[config.mk]
export PLATFORM = sky130hd
export DESIGN_NAME = class_record_stream_deframer_top
export DESIGN_NICKNAME = d
export VERILOG_FILES = /design/src/sv/crsd_pkg.sv /design/src/sv/class_record_stream_deframer_top.sv
export SDC_FILE = /design/constraint.sdc
export NUM_CORES = 1
export LEC_CHECK = 0
export BUFFER_PORTS_ARGS = -buffer_cell sky130_fd_sc_hd__buf_2
export CORE_MARGIN = 5
export CORE_UTILIZATION = 37
export DETAILED_ROUTE_END_ITERATION = 6
export PLACE_DENSITY = 0.57
export SYNTH_ARGS = -nofsm -noshare
export SYNTH_HDL_FRONTEND = slang
export SYNTH_SLANG_ARGS = --single-unit
export TNS_END_PERCENT = 50
[constraint.sdc]
create_clock -name aclk -period 10.9 [get_ports aclk]
set_input_delay 0.545 -clock aclk [delete_from_list [all_inputs] [get_ports aclk]]
set_output_delay 0.545 -clock aclk [all_outputs]
set_load 0.02 [all_outputs]
[src/sv/crsd_pkg.sv]
// Shared types, codes and byte helpers for the record stream deframer.
// No dependencies; imported by class_record_stream_deframer_top.
package crsd_pkg;

    localparam int OFFSET_BITS   = 24;
    localparam int BLOCK_W       = 24;
    localparam int LEN_W         = 32;
    localparam int BYTE_W        = 8;
    localparam int WORD_W        = 16;
    localparam int HDR_BYTES     = 12;
    localparam int HDR_SHORT     = 10;
    localparam int TRAILER_BYTES = 4;
    localparam int LOOK_W        = 2;
    localparam int CFG_INDEX_W   = 2;
    localparam int CFG_DATA_W    = 24;
    localparam int TDATA_W       = 128;
    localparam int TUSER_W       = 2;

    localparam logic [WORD_W-1:0] CONT_MARK = 16'hFFFF;

    typedef enum logic [1:0] {
        KIND_PAYLOAD = 2'd0,
        KIND_RECORD  = 2'd1,
        KIND_STOP    = 2'd2
    } kind_t;

    typedef enum logic [1:0] {
        STOP_ZERO_CLASS   = 2'd0,
        STOP_LENGTH       = 2'd1,
        STOP_TRAILER_PAST = 2'd2,
        STOP_BAD_TRAILER  = 2'd3
    } stop_t;

    typedef enum logic [CFG_INDEX_W-1:0] {
        CFG_BIG_ENDIAN  = 2'd0,
        CFG_DETAIL      = 2'd1,
        CFG_BLOCK_BYTES = 2'd2
    } cfg_index_t;

    typedef enum logic [4:0] {
        PH_HEADER  = 5'b00001,
        PH_PAYLOAD = 5'b00010,
        PH_LOOK    = 5'b00100,
        PH_SKIP    = 5'b01000,
        PH_TRAILER = 5'b10000
    } phase_t;

    typedef struct packed {
        kind_t              kind;
        logic [BYTE_W-1:0]  payload_byte;
        logic [WORD_W-1:0]  class_id;
        logic [WORD_W-1:0]  first_key;
        logic [WORD_W-1:0]  second_key;
        logic [WORD_W-1:0]  part_id;
        logic [BLOCK_W-1:0] payload_length;
        logic [BLOCK_W-1:0] record_offset;
        stop_t              stop_reason;
    } result_t;

    // 16-bit word from two bytes in file order
    function automatic logic [WORD_W-1:0] rd_word(input logic be,
                                                  input logic [BYTE_W-1:0] b0,
                                                  input logic [BYTE_W-1:0] b1);
        return be ? {b0, b1} : {b1, b0};
    endfunction

    // 32-bit word from four bytes in file order
    function automatic logic [LEN_W-1:0] rd_long(input logic be,
                                                 input logic [BYTE_W-1:0] b0,
                                                 input logic [BYTE_W-1:0] b1,
                                                 input logic [BYTE_W-1:0] b2,
                                                 input logic [BYTE_W-1:0] b3);
        return be ? {b0, b1, b2, b3} : {b3, b2, b1, b0};
    endfunction

endpackage

[src/sv/class_record_stream_deframer_top.sv]
// Record stream deframer: byte stream in, payload bytes and record verdicts out.
// Depends on crsd_pkg (codes, result struct, byte helpers).
//
//  Channel   Dir  Handshake            Word contents
//  s_*       in   s_tvalid/s_tready    s_tdata: data_byte
//  m_*       out  m_tvalid/m_tready    m_tuser: kind; m_tdata: result fields
//  cfg_*     in   cfg_valid/cfg_ready  cfg_index: register, cfg_data: value
//
//  One byte per cycle sustained; a byte that is taken passes the input register,
//  then the walk logic and result register.
//  The walk state updates in the same cycle that loads the result register,
//  so a byte only waits when it makes a result and the result register is full.
//  Reset (aresetn low, synchronous) clears the valid flags, configuration and walk;
//  writing block_bytes restarts the walk at offset zero. cfg_ready is always high.
module class_record_stream_deframer_top
    import crsd_pkg::*;
(
    input  logic                   aclk,
    input  logic                   aresetn,
    // input bytes
    input  logic                   s_tvalid,
    output logic                   s_tready,
    input  logic [BYTE_W-1:0]      s_tdata,   // [7:0] data_byte
    // results
    output logic                   m_tvalid,
    input  logic                   m_tready,
    output logic [TDATA_W-1:0]     m_tdata,   // [7:0] payload_byte, [23:8] class_id,
                                              // [39:24] first_key, [55:40] second_key,
                                              // [71:56] part_id, [95:72] payload_length,
                                              // [119:96] record_offset,
                                              // [121:120] stop_reason, rest zero
    output logic [TUSER_W-1:0]     m_tuser,   // [1:0] kind
    // configuration writes
    input  logic                   cfg_valid,
    output logic                   cfg_ready,
    input  logic [CFG_INDEX_W-1:0] cfg_index,
    input  logic [CFG_DATA_W-1:0]  cfg_data
);

    // configuration
    logic                   be_reg;
    logic                   detail_reg;
    logic [BLOCK_W-1:0]     block_bytes_reg;

    // input register
    logic                   in_valid_reg;
    logic [BYTE_W-1:0]      in_byte_reg;

    // walk state
    phase_t                 phase_reg, phase_next;
    logic [OFFSET_BITS-1:0] pos_reg, pos_next;
    logic [BLOCK_W-1:0]     left_reg, left_next;      // bytes still to come in block
    logic [BLOCK_W-1:0]     seg_reg, seg_next;
    logic [OFFSET_BITS-1:0] start_reg, start_next;
    logic [LEN_W-1:0]       len_reg, len_next;
    logic [LOOK_W-1:0]      look_cnt_reg, look_cnt_next;
    logic                   cont_reg, cont_next;
    logic                   stopped_reg, stopped_next;
    logic [BYTE_W-1:0]      hdr_reg [HDR_BYTES];
    logic [BYTE_W-1:0]      look_reg [TRAILER_BYTES-1];

    // result register
    logic                   out_valid_reg;
    result_t                out_reg;

    // walk logic
    logic                   cfg_write;
    logic                   consume;
    logic                   advance;
    logic                   out_free;
    logic                   res_valid;
    result_t                res;
    logic [BLOCK_W-1:0]     left_after;
    logic [OFFSET_BITS-1:0] hdr_idx;
    logic                   hdr_short;
    logic                   hdr_last;
    logic [BYTE_W-1:0]      hdr_cur [HDR_BYTES];
    logic [WORD_W-1:0]      hdr_class;
    logic [LEN_W-1:0]       hdr_len;
    logic                   len_over;
    logic [BLOCK_W-1:0]     after_primary;
    logic                   elig_hdr;
    logic                   early_stop;
    logic                   elig_pay;
    logic [WORD_W-1:0]      tr_first;
    logic [WORD_W-1:0]      tr_second;
    logic [LEN_W-1:0]       look_long;
    logic                   cont_match;
    logic                   cont_past;
    logic                   trailer_bad;

    assign cfg_ready = 1'b1;
    assign cfg_write = cfg_valid && cfg_ready;

    // Take a byte when the input register is empty or drains this cycle.
    assign out_free = !out_valid_reg || m_tready;
    assign advance  = in_valid_reg && (!res_valid || out_free);
    assign s_tready = !in_valid_reg || advance;

    // A byte counts only inside the block and before a stop.
    assign consume    = in_valid_reg && !stopped_reg && (left_reg != '0);
    assign left_after = left_reg - BLOCK_W'(1);

    // Header geometry, read live: 12 bytes only for little-endian detail headers.
    assign hdr_short = !(detail_reg && !be_reg);
    assign hdr_idx   = pos_reg - start_reg;
    assign hdr_last  = hdr_short ? (hdr_idx >= OFFSET_BITS'(HDR_SHORT - 1))
                                 : (hdr_idx >= OFFSET_BITS'(HDR_BYTES - 1));

    // Overlay the byte in flight on the stored header.
    always_comb begin
        for (int i = 0; i < HDR_BYTES; i++) begin
            hdr_cur[i] = (hdr_idx == OFFSET_BITS'(i)) ? in_byte_reg : hdr_reg[i];
        end
    end

    assign hdr_class = rd_word(be_reg, hdr_cur[0], hdr_cur[1]);

    always_comb begin
        if (!detail_reg) begin
            hdr_len = rd_long(be_reg, hdr_cur[6], hdr_cur[7], hdr_cur[8], hdr_cur[9]);
        end else if (be_reg) begin
            hdr_len = {{(LEN_W - WORD_W){1'b0}}, rd_word(be_reg, hdr_cur[8], hdr_cur[9])};
        end else begin
            hdr_len = rd_long(be_reg, hdr_cur[8], hdr_cur[9], hdr_cur[10], hdr_cur[11]);
        end
    end

    // Room checks at header end: left_after is what follows the header.
    assign len_over      = hdr_len > LEN_W'(left_after);
    assign after_primary = left_after - hdr_len[BLOCK_W-1:0];
    assign elig_hdr      = (hdr_len >= LEN_W'(TRAILER_BYTES))
                        && (hdr_len <= LEN_W'(after_primary));
    assign early_stop    = !elig_hdr && (after_primary < BLOCK_W'(TRAILER_BYTES));

    // Continuation room at the end of the primary payload.
    assign elig_pay = (len_reg >= LEN_W'(TRAILER_BYTES)) && (len_reg <= LEN_W'(left_after));

    // Four gathered bytes: three stored plus the one in flight.
    assign tr_first    = rd_word(be_reg, look_reg[0], look_reg[1]);
    assign tr_second   = rd_word(be_reg, look_reg[2], in_byte_reg);
    assign look_long   = rd_long(be_reg, look_reg[0], look_reg[1], look_reg[2], in_byte_reg);
    assign cont_match  = (phase_reg == PH_LOOK) && (look_long == len_reg);
    assign cont_past   = len_reg > LEN_W'(left_after);
    assign trailer_bad = ((tr_first != '0) && !(cont_reg && (tr_first == CONT_MARK)))
                      || (!cont_reg && (tr_second != '0));

    always_comb begin
        phase_next    = phase_reg;
        pos_next      = pos_reg;
        left_next     = left_reg;
        seg_next      = seg_reg;
        start_next    = start_reg;
        len_next      = len_reg;
        look_cnt_next = look_cnt_reg;
        cont_next     = cont_reg;
        stopped_next  = stopped_reg;
        res_valid     = 1'b0;
        res           = '0;

        if (consume) begin
            pos_next  = pos_reg + OFFSET_BITS'(1);
            left_next = left_after;
            unique case (phase_reg)
                PH_HEADER: begin
                    if (hdr_last) begin
                        len_next = hdr_len;
                        if (hdr_class == '0) begin
                            stopped_next     = 1'b1;
                            res_valid        = 1'b1;
                            res.kind         = KIND_STOP;
                            res.record_offset = BLOCK_W'(start_reg);
                            res.stop_reason  = STOP_ZERO_CLASS;
                        end else if (len_over) begin
                            stopped_next     = 1'b1;
                            res_valid        = 1'b1;
                            res.kind         = KIND_STOP;
                            res.record_offset = BLOCK_W'(start_reg);
                            res.stop_reason  = STOP_LENGTH;
                        end else if (early_stop) begin
                            stopped_next     = 1'b1;
                            res_valid        = 1'b1;
                            res.kind         = KIND_STOP;
                            res.record_offset = BLOCK_W'(start_reg);
                            res.stop_reason  = STOP_TRAILER_PAST;
                        end else begin
                            cont_next = 1'b0;
                            if (hdr_len != '0) begin
                                phase_next = PH_PAYLOAD;
                                seg_next   = hdr_len[BLOCK_W-1:0];
                            end else begin
                                phase_next    = elig_hdr ? PH_LOOK : PH_TRAILER;
                                look_cnt_next = '0;
                            end
                        end
                    end
                end
                PH_PAYLOAD: begin
                    res_valid        = 1'b1;
                    res.kind         = KIND_PAYLOAD;
                    res.payload_byte = in_byte_reg;
                    seg_next         = seg_reg - BLOCK_W'(1);
                    if (seg_reg == BLOCK_W'(1)) begin
                        phase_next    = elig_pay ? PH_LOOK : PH_TRAILER;
                        look_cnt_next = '0;
                    end
                end
                PH_SKIP: begin
                    seg_next = seg_reg - BLOCK_W'(1);
                    if (seg_reg == BLOCK_W'(1)) begin
                        phase_next    = PH_TRAILER;
                        look_cnt_next = '0;
                    end
                end
                PH_LOOK, PH_TRAILER: begin
                    if (look_cnt_reg != LOOK_W'(TRAILER_BYTES - 1)) begin
                        look_cnt_next = look_cnt_reg + LOOK_W'(1);
                    end else begin
                        look_cnt_next = '0;
                        if (cont_match) begin
                            cont_next = 1'b1;
                            if (cont_past) begin
                                stopped_next      = 1'b1;
                                res_valid         = 1'b1;
                                res.kind          = KIND_STOP;
                                res.record_offset = BLOCK_W'(start_reg);
                                res.stop_reason   = STOP_TRAILER_PAST;
                            end else if (len_reg == LEN_W'(TRAILER_BYTES)) begin
                                phase_next = PH_TRAILER;
                            end else begin
                                phase_next = PH_SKIP;
                                seg_next   = len_reg[BLOCK_W-1:0] - BLOCK_W'(TRAILER_BYTES);
                            end
                        end else if (trailer_bad) begin
                            stopped_next      = 1'b1;
                            res_valid         = 1'b1;
                            res.kind          = KIND_STOP;
                            res.record_offset = BLOCK_W'(start_reg);
                            res.stop_reason   = STOP_BAD_TRAILER;
                        end else begin
                            res_valid          = 1'b1;
                            res.kind           = KIND_RECORD;
                            res.class_id       = rd_word(be_reg, hdr_reg[0], hdr_reg[1]);
                            res.first_key      = rd_word(be_reg, hdr_reg[2], hdr_reg[3]);
                            if (detail_reg) begin
                                res.second_key = rd_word(be_reg, hdr_reg[4], hdr_reg[5]);
                                res.part_id    = rd_word(be_reg, hdr_reg[6], hdr_reg[7]);
                            end else begin
                                res.part_id    = rd_word(be_reg, hdr_reg[4], hdr_reg[5]);
                            end
                            res.payload_length = len_reg[BLOCK_W-1:0];
                            res.record_offset  = BLOCK_W'(start_reg);
                            phase_next         = PH_HEADER;
                            start_next         = pos_reg + OFFSET_BITS'(1);
                            cont_next          = 1'b0;
                        end
                    end
                end
                default: begin
                    phase_next = PH_HEADER;
                end
            endcase
        end
    end

    // Control state; a block_bytes write restarts the walk.
    always_ff @(posedge aclk) begin
        if (!aresetn) begin
            be_reg          <= 1'b0;
            detail_reg      <= 1'b0;
            block_bytes_reg <= '0;
            in_valid_reg    <= 1'b0;
            phase_reg       <= PH_HEADER;
            pos_reg         <= '0;
            left_reg        <= '0;
            seg_reg         <= '0;
            start_reg       <= '0;
            len_reg         <= '0;
            look_cnt_reg    <= '0;
            cont_reg        <= 1'b0;
            stopped_reg     <= 1'b0;
            out_valid_reg   <= 1'b0;
        end else begin
            if (s_tready) begin
                in_valid_reg <= s_tvalid;
            end
            if (advance) begin
                phase_reg    <= phase_next;
                pos_reg      <= pos_next;
                left_reg     <= left_next;
                seg_reg      <= seg_next;
                start_reg    <= start_next;
                len_reg      <= len_next;
                look_cnt_reg <= look_cnt_next;
                cont_reg     <= cont_next;
                stopped_reg  <= stopped_next;
            end
            if (advance && res_valid) begin
                out_valid_reg <= 1'b1;
            end else if (m_tready) begin
                out_valid_reg <= 1'b0;
            end
            if (cfg_write) begin
                unique case (cfg_index)
                    CFG_BIG_ENDIAN: be_reg     <= cfg_data[0];
                    CFG_DETAIL:     detail_reg <= cfg_data[0];
                    CFG_BLOCK_BYTES: begin
                        block_bytes_reg <= cfg_data;
                        phase_reg       <= PH_HEADER;
                        pos_reg         <= '0;
                        left_reg        <= cfg_data;
                        seg_reg         <= '0;
                        start_reg       <= '0;
                        len_reg         <= '0;
                        look_cnt_reg    <= '0;
                        cont_reg        <= 1'b0;
                        stopped_reg     <= 1'b0;
                    end
                    default: begin
                    end
                endcase
            end
        end
    end

    // Payload registers: input byte, header bytes, gathered trailer bytes, result.
    always_ff @(posedge aclk) begin
        if (s_tready) begin
            in_byte_reg <= s_tdata;
        end
        if (advance && consume && (phase_reg == PH_HEADER)) begin
            for (int i = 0; i < HDR_BYTES; i++) begin
                hdr_reg[i] <= hdr_cur[i];
            end
        end
        if (advance && consume && ((phase_reg == PH_LOOK) || (phase_reg == PH_TRAILER))
            && (look_cnt_reg != LOOK_W'(TRAILER_BYTES - 1))) begin
            look_reg[look_cnt_reg] <= in_byte_reg;
        end
        if (advance && res_valid) begin
            out_reg <= res;
        end
    end

    assign m_tvalid = out_valid_reg;
    assign m_tuser  = out_reg.kind;
    assign m_tdata  = {{(TDATA_W - 122){1'b0}},
                       out_reg.stop_reason,
                       out_reg.record_offset,
                       out_reg.payload_length,
                       out_reg.part_id,
                       out_reg.second_key,
                       out_reg.first_key,
                       out_reg.class_id,
                       out_reg.payload_byte};

`ifndef NO_ASSERTIONS
    // position and bytes left always add up to the block size
    assert property (@(posedge aclk) disable iff (!aresetn)
        BLOCK_W'(pos_reg + left_reg) == block_bytes_reg)
        else $error("position and remaining count out of step");

    // a running segment always has bytes left in it
    assert property (@(posedge aclk) disable iff (!aresetn)
        ((phase_reg == PH_PAYLOAD) || (phase_reg == PH_SKIP)) |-> (seg_reg != '0))
        else $error("segment phase with empty segment count");

    // the trailer byte count is idle outside the gathering phases
    assert property (@(posedge aclk) disable iff (!aresetn)
        ((phase_reg != PH_LOOK) && (phase_reg != PH_TRAILER)) |-> (look_cnt_reg == '0))
        else $error("gather count left over outside gathering");

    // a record never starts ahead of the walk position
    assert property (@(posedge aclk) disable iff (!aresetn)
        start_reg <= pos_reg)
        else $error("record start ahead of position");
`endif

endmodule
Word level (Yosys, flattened, before mapping)
Memory sizes are Yosys's and may differ from the RTL's.
Cells that the tools add are included.
{"block": "totals", "register_bits": 273, "mem_bits_rw": 120, "memories": 2}
{"memory": "hdr_reg", "depth": 12, "width": 8, "rd": 12, "rd_ports_with_merged_regs": 0, "wr": 12, "line": "class_record_stream_deframer_top.sv:59", "rtl": "logic [BYTE_W-1:0] hdr_reg [HDR_BYTES];"}
{"memory": "look_reg", "depth": 3, "width": 8, "rd": 3, "rd_ports_with_merged_regs": 0, "wr": 1, "line": "class_record_stream_deframer_top.sv:60", "rtl": "logic [BYTE_W-1:0] look_reg [TRAILER_BYTES-1];"}
{"block": "classes", "add_sub_neg": 7, "order_cmp": 9, "eq_ne": 23, "n_mux": 150, "bitwise": 3, "reduce_logical": 44}
{"op": "2-to-1 mux 24 bit", "count": 29}
{"op": "2-to-1 mux 32 bit", "count": 10}
{"op": "2-to-1 mux 26 bit", "count": 7}
{"op": "2-to-1 mux 16 bit", "count": 8}
{"op": "== test 24 x 3 -> 1 bit, second input constant", "count": 4}
{"op": "== test 24 x 4 -> 1 bit, second input constant", "count": 4}
{"op": "2-to-1 mux 8 bit", "count": 12}
{"op": "2-to-1 mux 5 bit", "count": 18}
{"op": "one-hot mux 24 bit (3 select lines)", "count": 1}
{"op": ">= comparator 32 x 3 -> 1 bit, second input constant", "count": 2}
{"op": "greater-than comparator 32 x 24 -> 1 bit", "count": 2}
{"op": "<= comparator 32 x 24 -> 1 bit", "count": 2}
{"op": "one-hot mux 26 bit (2 select lines)", "count": 1}
{"op": "== test 24 x 1 -> 1 bit, second input constant", "count": 2}
{"op": "== test 24 x 2 -> 1 bit, second input constant", "count": 2}
{"op": ">= comparator 24 x 4 -> 1 bit, second input constant", "count": 2}
{"op": "subtractor 24 x 1 -> 24 bit, second input constant", "count": 2}
{"op": "subtractor 24 bit", "count": 2}
{"op": "2-to-1 mux 2 bit", "count": 20}
{"op": "2-to-1 mux 1 bit", "count": 38}
{"op": "== test 32 x 3 -> 1 bit, second input constant", "count": 1}
{"op": "== test 32 bit", "count": 1}
{"op": "nonzero test 16 bit", "count": 2}
{"op": "nonzero test 32 bit", "count": 1}
{"op": "31 further kinds", "count": 63}

Longest topological paths before layout
{"block": "depth", "ltp_word": 24, "mapped_depth": 49, "ltp_nobuf": 45}

Least setup slack after synthesis
Ideal clock, no wire load.
{"block": "synth_path", "path_kind": "register to register", "from": "register pos_reg[0]", "to": "register out_reg, in the netlist m_tdata[0] (enable)", "arrival_time_ps": 10716, "setup_slack_ps": -314, "path_stages_with_launch": 45, "synth_period_minus_slack_ps": 11214, "path_cell_list": "dfxtp_1 -> inv_1 -> ha_1 -> inv_1 -> fa_1 -> nand3_1 -> a21oi_2 -> nor2_1 -> o211a_1 -> or4_4 -> nor4_4 -> buf_6 -> nand4_4 -> mux2i_1 -> inv_1 -> nor2_1 -> o31ai_1 -> inv_1 -> (+9 left out) -> inv_1 -> ha_1 -> a21o_1 -> a21oi_1 -> nor2b_1 -> o21ai_0 -> nand2b_1 -> a21oi_1 -> nor2b_1 -> o21ai_0 -> nand2b_1 -> nor2_1 -> a31oi_1 -> o2111ai_1 -> or4b_4 -> or3b_1 -> a21oi_1 -> and3_1"}
{"element": "start: declaration", "line": "class_record_stream_deframer_top.sv:51", "rtl": "logic [OFFSET_BITS-1:0] pos_reg, pos_next;"}
{"element": "start signal: assignment", "line": "class_record_stream_deframer_top.sv:289", "rtl": "pos_reg <= pos_next;"}
{"element": "end signal: assignment", "line": "class_record_stream_deframer_top.sv:341", "rtl": "out_reg <= res;"}
{"element": "end: declaration", "line": "class_record_stream_deframer_top.sv:64", "rtl": "result_t out_reg;"}

Worst setup path after layout
{"block": "layout_path", "from": "register pos_reg[0]", "to": "output s_tready"}
{"block": "layout_between", "elab_chain_len": 20}
{"element": "subtractor 24 bit (*)", "line": "class_record_stream_deframer_top.sv:106", "rtl": "assign hdr_idx = pos_reg - start_reg;"}
{"element": "== test 24 x 3 -> 1 bit / == test 24 x 4 -> 1 bit (equally long branches)", "line": "class_record_stream_deframer_top.sv:113", "rtl": "hdr_cur[i] = (hdr_idx == OFFSET_BITS'(i)) ? in_byte_reg : hdr_reg[i];"}
{"element": "2-to-1 mux 8 bit", "line": "class_record_stream_deframer_top.sv:113"}
{"element": "2-to-1 mux 32 bit, on equally long branches", "line": "crsd_pkg.sv:73, class_record_stream_deframer_top.sv:122"}
{"element": "2-to-1 mux 32 bit", "line": "class_record_stream_deframer_top.sv:120", "rtl": "if (!detail_reg) begin"}
{"element": "subtractor 24 bit", "line": "class_record_stream_deframer_top.sv:131", "rtl": "assign after_primary = left_after - hdr_len[BLOCK_W-1:0];"}
{"element": "<= comparator 32 x 24 -> 1 bit", "line": "class_record_stream_deframer_top.sv:133", "rtl": "&& (hdr_len <= LEN_W'(after_primary));"}
{"element": "logical AND 1 bit", "line": "class_record_stream_deframer_top.sv:133"}
{"element": "(+4 left out)"}
{"element": "2-to-1 mux 1 bit", "line": "class_record_stream_deframer_top.sv:168", "rtl": "if (hdr_class == '0) begin"}
{"element": "2-to-1 mux 1 bit (*)", "line": "class_record_stream_deframer_top.sv:166", "rtl": "if (hdr_last) begin"}
{"element": "one-hot mux 1 bit (3 select lines) (*)", "line": "class_record_stream_deframer_top.sv:164", "rtl": "unique case (phase_reg)"}
{"element": "2-to-1 mux 1 bit (*)", "line": "class_record_stream_deframer_top.sv:161", "rtl": "if (consume) begin"}
{"element": "zero test 1 bit (*)", "line": "class_record_stream_deframer_top.sv:97", "rtl": "assign advance = in_valid_reg && (!res_valid || out_free);"}
{"element": "logical OR 1 bit (*)", "line": "class_record_stream_deframer_top.sv:97"}
{"element": "logical AND 1 bit (*)", "line": "class_record_stream_deframer_top.sv:97"}
{"element": "logical OR 1 bit (*)", "line": "class_record_stream_deframer_top.sv:98", "rtl": "assign s_tready = !in_valid_reg || advance;"}
{"element": "end: declaration", "line": "class_record_stream_deframer_top.sv:22", "rtl": "output logic s_tready,"}
Every way passes the cells marked *; elsewhere a longest branch is shown, timed or not.

==> results by stage <==
Finish:
- Of the cells placed in the final design, the portion with a size suffix greater than 1 is 0.1579.
- The number of nets in the finished design is 3,101.
- The number of non-filler instances in the completed layout is 3,917.
- The number of flip-flops under the largest register name is 122.
- The filler cells instantiated in the layout total 6,866.
- The area growth from synthesis to layout is 13.79%.

Clocking:
- The clock slew at the register clock pins of the worst setup and hold paths is 60 ps.
- In this run the clock root is driven by a sky130_fd_sc_hd__clkbuf_16.
- The TritonCTS clock tree is built.
- For the worst-skew pair, the clock arrives at the later sink with an insertion delay of 600 ps.
- No sink is reached through more buffers than the 3 on the longest clock path.
- The number of clock sinks is 393.
- The number of H-tree branching levels is 2.
- Counting the buffers created by CTS gives 45.

Power and ir drop:
- The share of total power dissipated in the clock network is 0.282.
- The fraction of power spent switching nets is 0.3879.
- In this run the power density over the cells is 185.3 nW/um^2.
- The design internal power is 3355 uW.
- The net switching power is about 2100 uW.
- Of the total power, combinational logic draws 0.403.
- The leakage power is 0.01085 uW.
- The share of total power dissipated in sequential elements is 0.315.
- The peak ir drop on the vdd network is ~100 uV.
- The sum of internal, switching and leakage power is 5481 uW.

Global route:
- The wire length of the first global-routing pass is 135.2 mm.
- Entering global routing, the biggest net connects 72 pins.
- The number of global-route vias before repair is between 20,000 and 25,000.
- The number of antenna violations at the first check in global routing is 0.
- In the global route stage, overall resource usage came out at 0.2303.
- Global routing finished with a remaining overflow of 0.

Synthesis:
- The average instance area after synthesis is 9.269 um^2.
- The adder and majority gate portion of the synthesized area is 0.05891.
- The most frequent cell after synthesis is sky130_fd_sc_hd__nor2_1.
- In this run, distinct cell masters in the synthesized netlist total 117.
- By area the synthesized netlist is led by sky130_fd_sc_hd__edfxtp_1 29%, sky130_fd_sc_hd__dfxtp_1 11%, sky130_fd_sc_hd__ha_1 5.8%, sky130_fd_sc_hd__mux2i_1 4.5%, sky130_fd_sc_hd__nor2_1 4.0%.
- The count of flip-flops with a built-in enable after synthesis is 252.
- After synthesis, the most frequently instantiated cells are 275 x sky130_fd_sc_hd__nor2_1, 252 x sky130_fd_sc_hd__edfxtp_1, 241 x sky130_fd_sc_hd__nand2_1.
- The synthesized-area fraction occupied by and/or/nand/nor cells is 0.2003.
- Of the synthesized area, sequential elements account for 0.3996.
- Synthesis produced ~2,800 cells.
- Summed over all instances, the cell type with the most area after synthesis is sky130_fd_sc_hd__edfxtp_1.
- For this run, the leading register cell type out of synthesis is sky130_fd_sc_hd__edfxtp_1.
- The compound-cell area share of the yosys netlist is 0.1801.
- The largest family of logic cells by synthesized area is simple AND/OR/NAND/NOR gates.
- The share of async-settable or async-resettable flops after synthesis is 0.
- The Yosys warning count is 0.
- The synthesized-area fraction occupied by xor and xnor cells is 0.04683.
- Measured against the total synthesized area, the mux share comes to 0.06391.
- The synthesized flop and latch total is 393.
- The top cell type's share of synthesized area is 0.2911.
- The cell area that synthesis handed to floorplanning was about 26,000 um^2.

Drt:
- Summed over all nets, wire length on met2 after detailed routing comes to 39.60 mm.
- The first TritonRoute pass finished after 6 iterations.
- The total detailed-routing wirelength is 89.86 mm.
- In the final routed layout, each cell accounts on average for ~23 um.
- In the routed layout, each cell is associated on average with a via count of 5.835.
- The starting DRC count in detailed routing is 2,423.
- The detailed router put a total of 39.36 mm of wire on met1.
- The detailed-route via count is around 23,000.
- Summed over all nets, wire length on met3 after detailed routing comes to 7.699 mm.
- After detailed routing, the number of remaining DRC violations is 0.
- The uppermost metal layer occupied by signal nets is met4.
- The post-route antenna net violation count is 0.

Setup path:
- For the worst setup path, the data required time is 10,360 ps.
- For this design, the slowest cell found on the critical path is sky130_fd_sc_hd__or4_4.
- The worst setup path category is reg -> out.
- Data arrives at the worst endpoint at 9840 ps.
- The gate family responsible for the most delay along the worst path is simple AND/OR/NAND/NOR gates.
- In this design, the stage delay of the slowest critical-path cell is 540 ps.
- Together, buffers and inverters on the worst path number 5.
- The count of cell instances traversed by the critical path is 38.
- The endpoint type of the worst setup path is an output pin.
- The worst register-to-register path has a depth of 41.
- STA classifies the critical path startpoint as a flop.
- The worst-path maximum fanout is 11.

Floorplan:
- The area of the core region is 69,910 um^2.
- The die is approximately 280 um tall.
- Pin placement for this block handled approximately 170 I/O pins.
- The initial core utilization is 0.3719.
- The overall die area is 75,670 um^2.
- The die width is between 200 and 300 um.
- The count of standard-cell rows is 97.

STA:
- The worst slew margin relative to its limit is 0.2066.
- Static timing analysis puts the maximum clock frequency at 0.09628 GHz.
- Subtracting the final worst setup slack from the clock period gives 10,390 ps.
- Setup repair after global routing left no endpoint under its margin.
- For the pin with the worst max-slew slack, the measured transition is 1179 ps.
- After layout, the worst setup slack is 514.1 ps.
- The final hold violation count is 0.
- The final worst clock skew is 28.01 ps.
- The share of the clock period used by the worst path after layout is 0.9528.
- Setup violations remaining at the end of the flow were counted as 0.
- The number of pins exceeding their max-slew limit in the final report is 0.

Placed design:
- The number of instances in the placed design is 3,833.
- At the placement stage, the worst setup path has a slack of 827.0 ps.
- The global placer's final weighted congestion is 0.9905.
- Detailed placement finished with a half-perimeter wire length of around 68 mm.
- The quantity of I/O buffers inserted on ports is 164.

Min path:
- Along the worst hold path, the cell count comes to 1.
- The min-delay analysis places its worst path in the category in -> reg.

Run status:
- The flow ran to the end, and the final reports show no timing, DRC or antenna violations.

Flow run:
- Across the run, the number of max-cap violations was 0.
-- power by group through the flow --
stage          clock network (uW)  registers [uW]  logic (uW)
2_1_floorplan                   0            1740        1490
3_3_place_gp                    0            1760        2110
3_5_place_dp                    0            1760        2120
4_1_cts                      1570            1730        2140
5_1_grt                      1640            1730        2400
6_report                     1540            1730        2210
-- final cells by class --
type | instances | area [um^2] | share of cell area
diodes | 1 | 2.502 | 0.00008458
clock inverters | 28 | 277.8 | 0.009389
flip-flops and latches | 393 | 10390 | 0.3513
multi-input cells | 2115 | 14480 | 0.4893
repair buffers | 253 | 1539 | 0.05202
clock buffers | 54 | 1221 | 0.04128
inverters | 133 | 499.2 | 0.01687
well taps | 940 | 1176 | 0.03975
-- layout by cell type (no fill, tap or decap), types with 46 or more instances in the layout --
cell,synthesis,layout
sky130_fd_sc_hd__nor2_1,275,273
sky130_fd_sc_hd__edfxtp_1,252,252
sky130_fd_sc_hd__nand2_1,241,240
sky130_fd_sc_hd__buf_2,29,164
sky130_fd_sc_hd__a21oi_1,164,163
sky130_fd_sc_hd__dfxtp_1,141,140
sky130_fd_sc_hd__inv_1,129,129
sky130_fd_sc_hd__ha_1,120,120
sky130_fd_sc_hd__mux2i_1,116,113
sky130_fd_sc_hd__o21ai_0,91,90
sky130_fd_sc_hd__xnor2_1,88,88
sky130_fd_sc_hd__buf_4,14,85
sky130_fd_sc_hd__and2_1,66,66
sky130_fd_sc_hd__a211oi_1,63,62
sky130_fd_sc_hd__nor3_1,60,59
sky130_fd_sc_hd__nand3_1,56,56
sky130_fd_sc_hd__nor4_1,60,55
sky130_fd_sc_hd__xor2_1,51,50
sky130_fd_sc_hd__nand4_1,48,48
sky130_fd_sc_hd__clkbuf_16,0,46
-- path summary, 6_finish.rpt --
check                          startpoint                       end  slack (ps)
hold reg to reg   start_reg[0]$_SDFF_PN0_   start_reg[0]$_SDFF_PN0_         470
setup reg to reg    pos_reg[0]$_SDFF_PN0_     pos_reg[7]$_SDFF_PN0_         810
setup / recovery    pos_reg[0]$_SDFF_PN0_                  s_tready         510
hold / removal                 s_tdata[0]  in_byte_reg[0]$_DFFE_PP_         140
-- layer usage --
layer,vias up,GRT usage
li1,10620,-
met2,1049,0.3559
met4,0,0.07687
met3,193,0.04099
met5,-,0
met1,11000,0.3269
-- what timing repair did --
| item | in CTS | in global routing |
|---|---|---|
| buffers inserted | 0 | 1 |
| gates resized for setup | 0 | 16 |
| endpoints found under the setup margin | 0 | 366 |
| hold buffers | 0 | 0 |
-- worst register-to-register path: cells and delay by family, from the launching register on --
kind / cells / cell delay [ps]
fa+ha+maj: 4 / 1110
mux: 1 / 520
buf+inv: 6 / 1320
flops: 1 / 400
xor+xnor: 1 / 360
compound gates: 13 / 3100
simple gates: 16 / 3180
-- stage by stage --
step	TNS (ps)	instance area [um^2]	utilization	hold WS, ps
final	0	29580	0.4232	135.1
after global routing	0	29580	0.4232	108.1
after CTS	0	29490	0.4219	102.5
after detailed placement	0	28000	0.4005	460.2
after global placement	0	28000	0.4005	457.1
after floorplan	-11610	26020	-	440.5
-- kinds of logic (layout without fill, tap and decap cells) --
group           count (synthesis)  after routing
xor+xnor                      139            139
fa+ha+maj                     122            122
other cells                     2              8
simple gates                 1018           1018
mux                           159            159
buf+inv                       302            468
compound gates                670            670
flops                         393            393
Note: power is estimated with default switching activity, not from simulation.
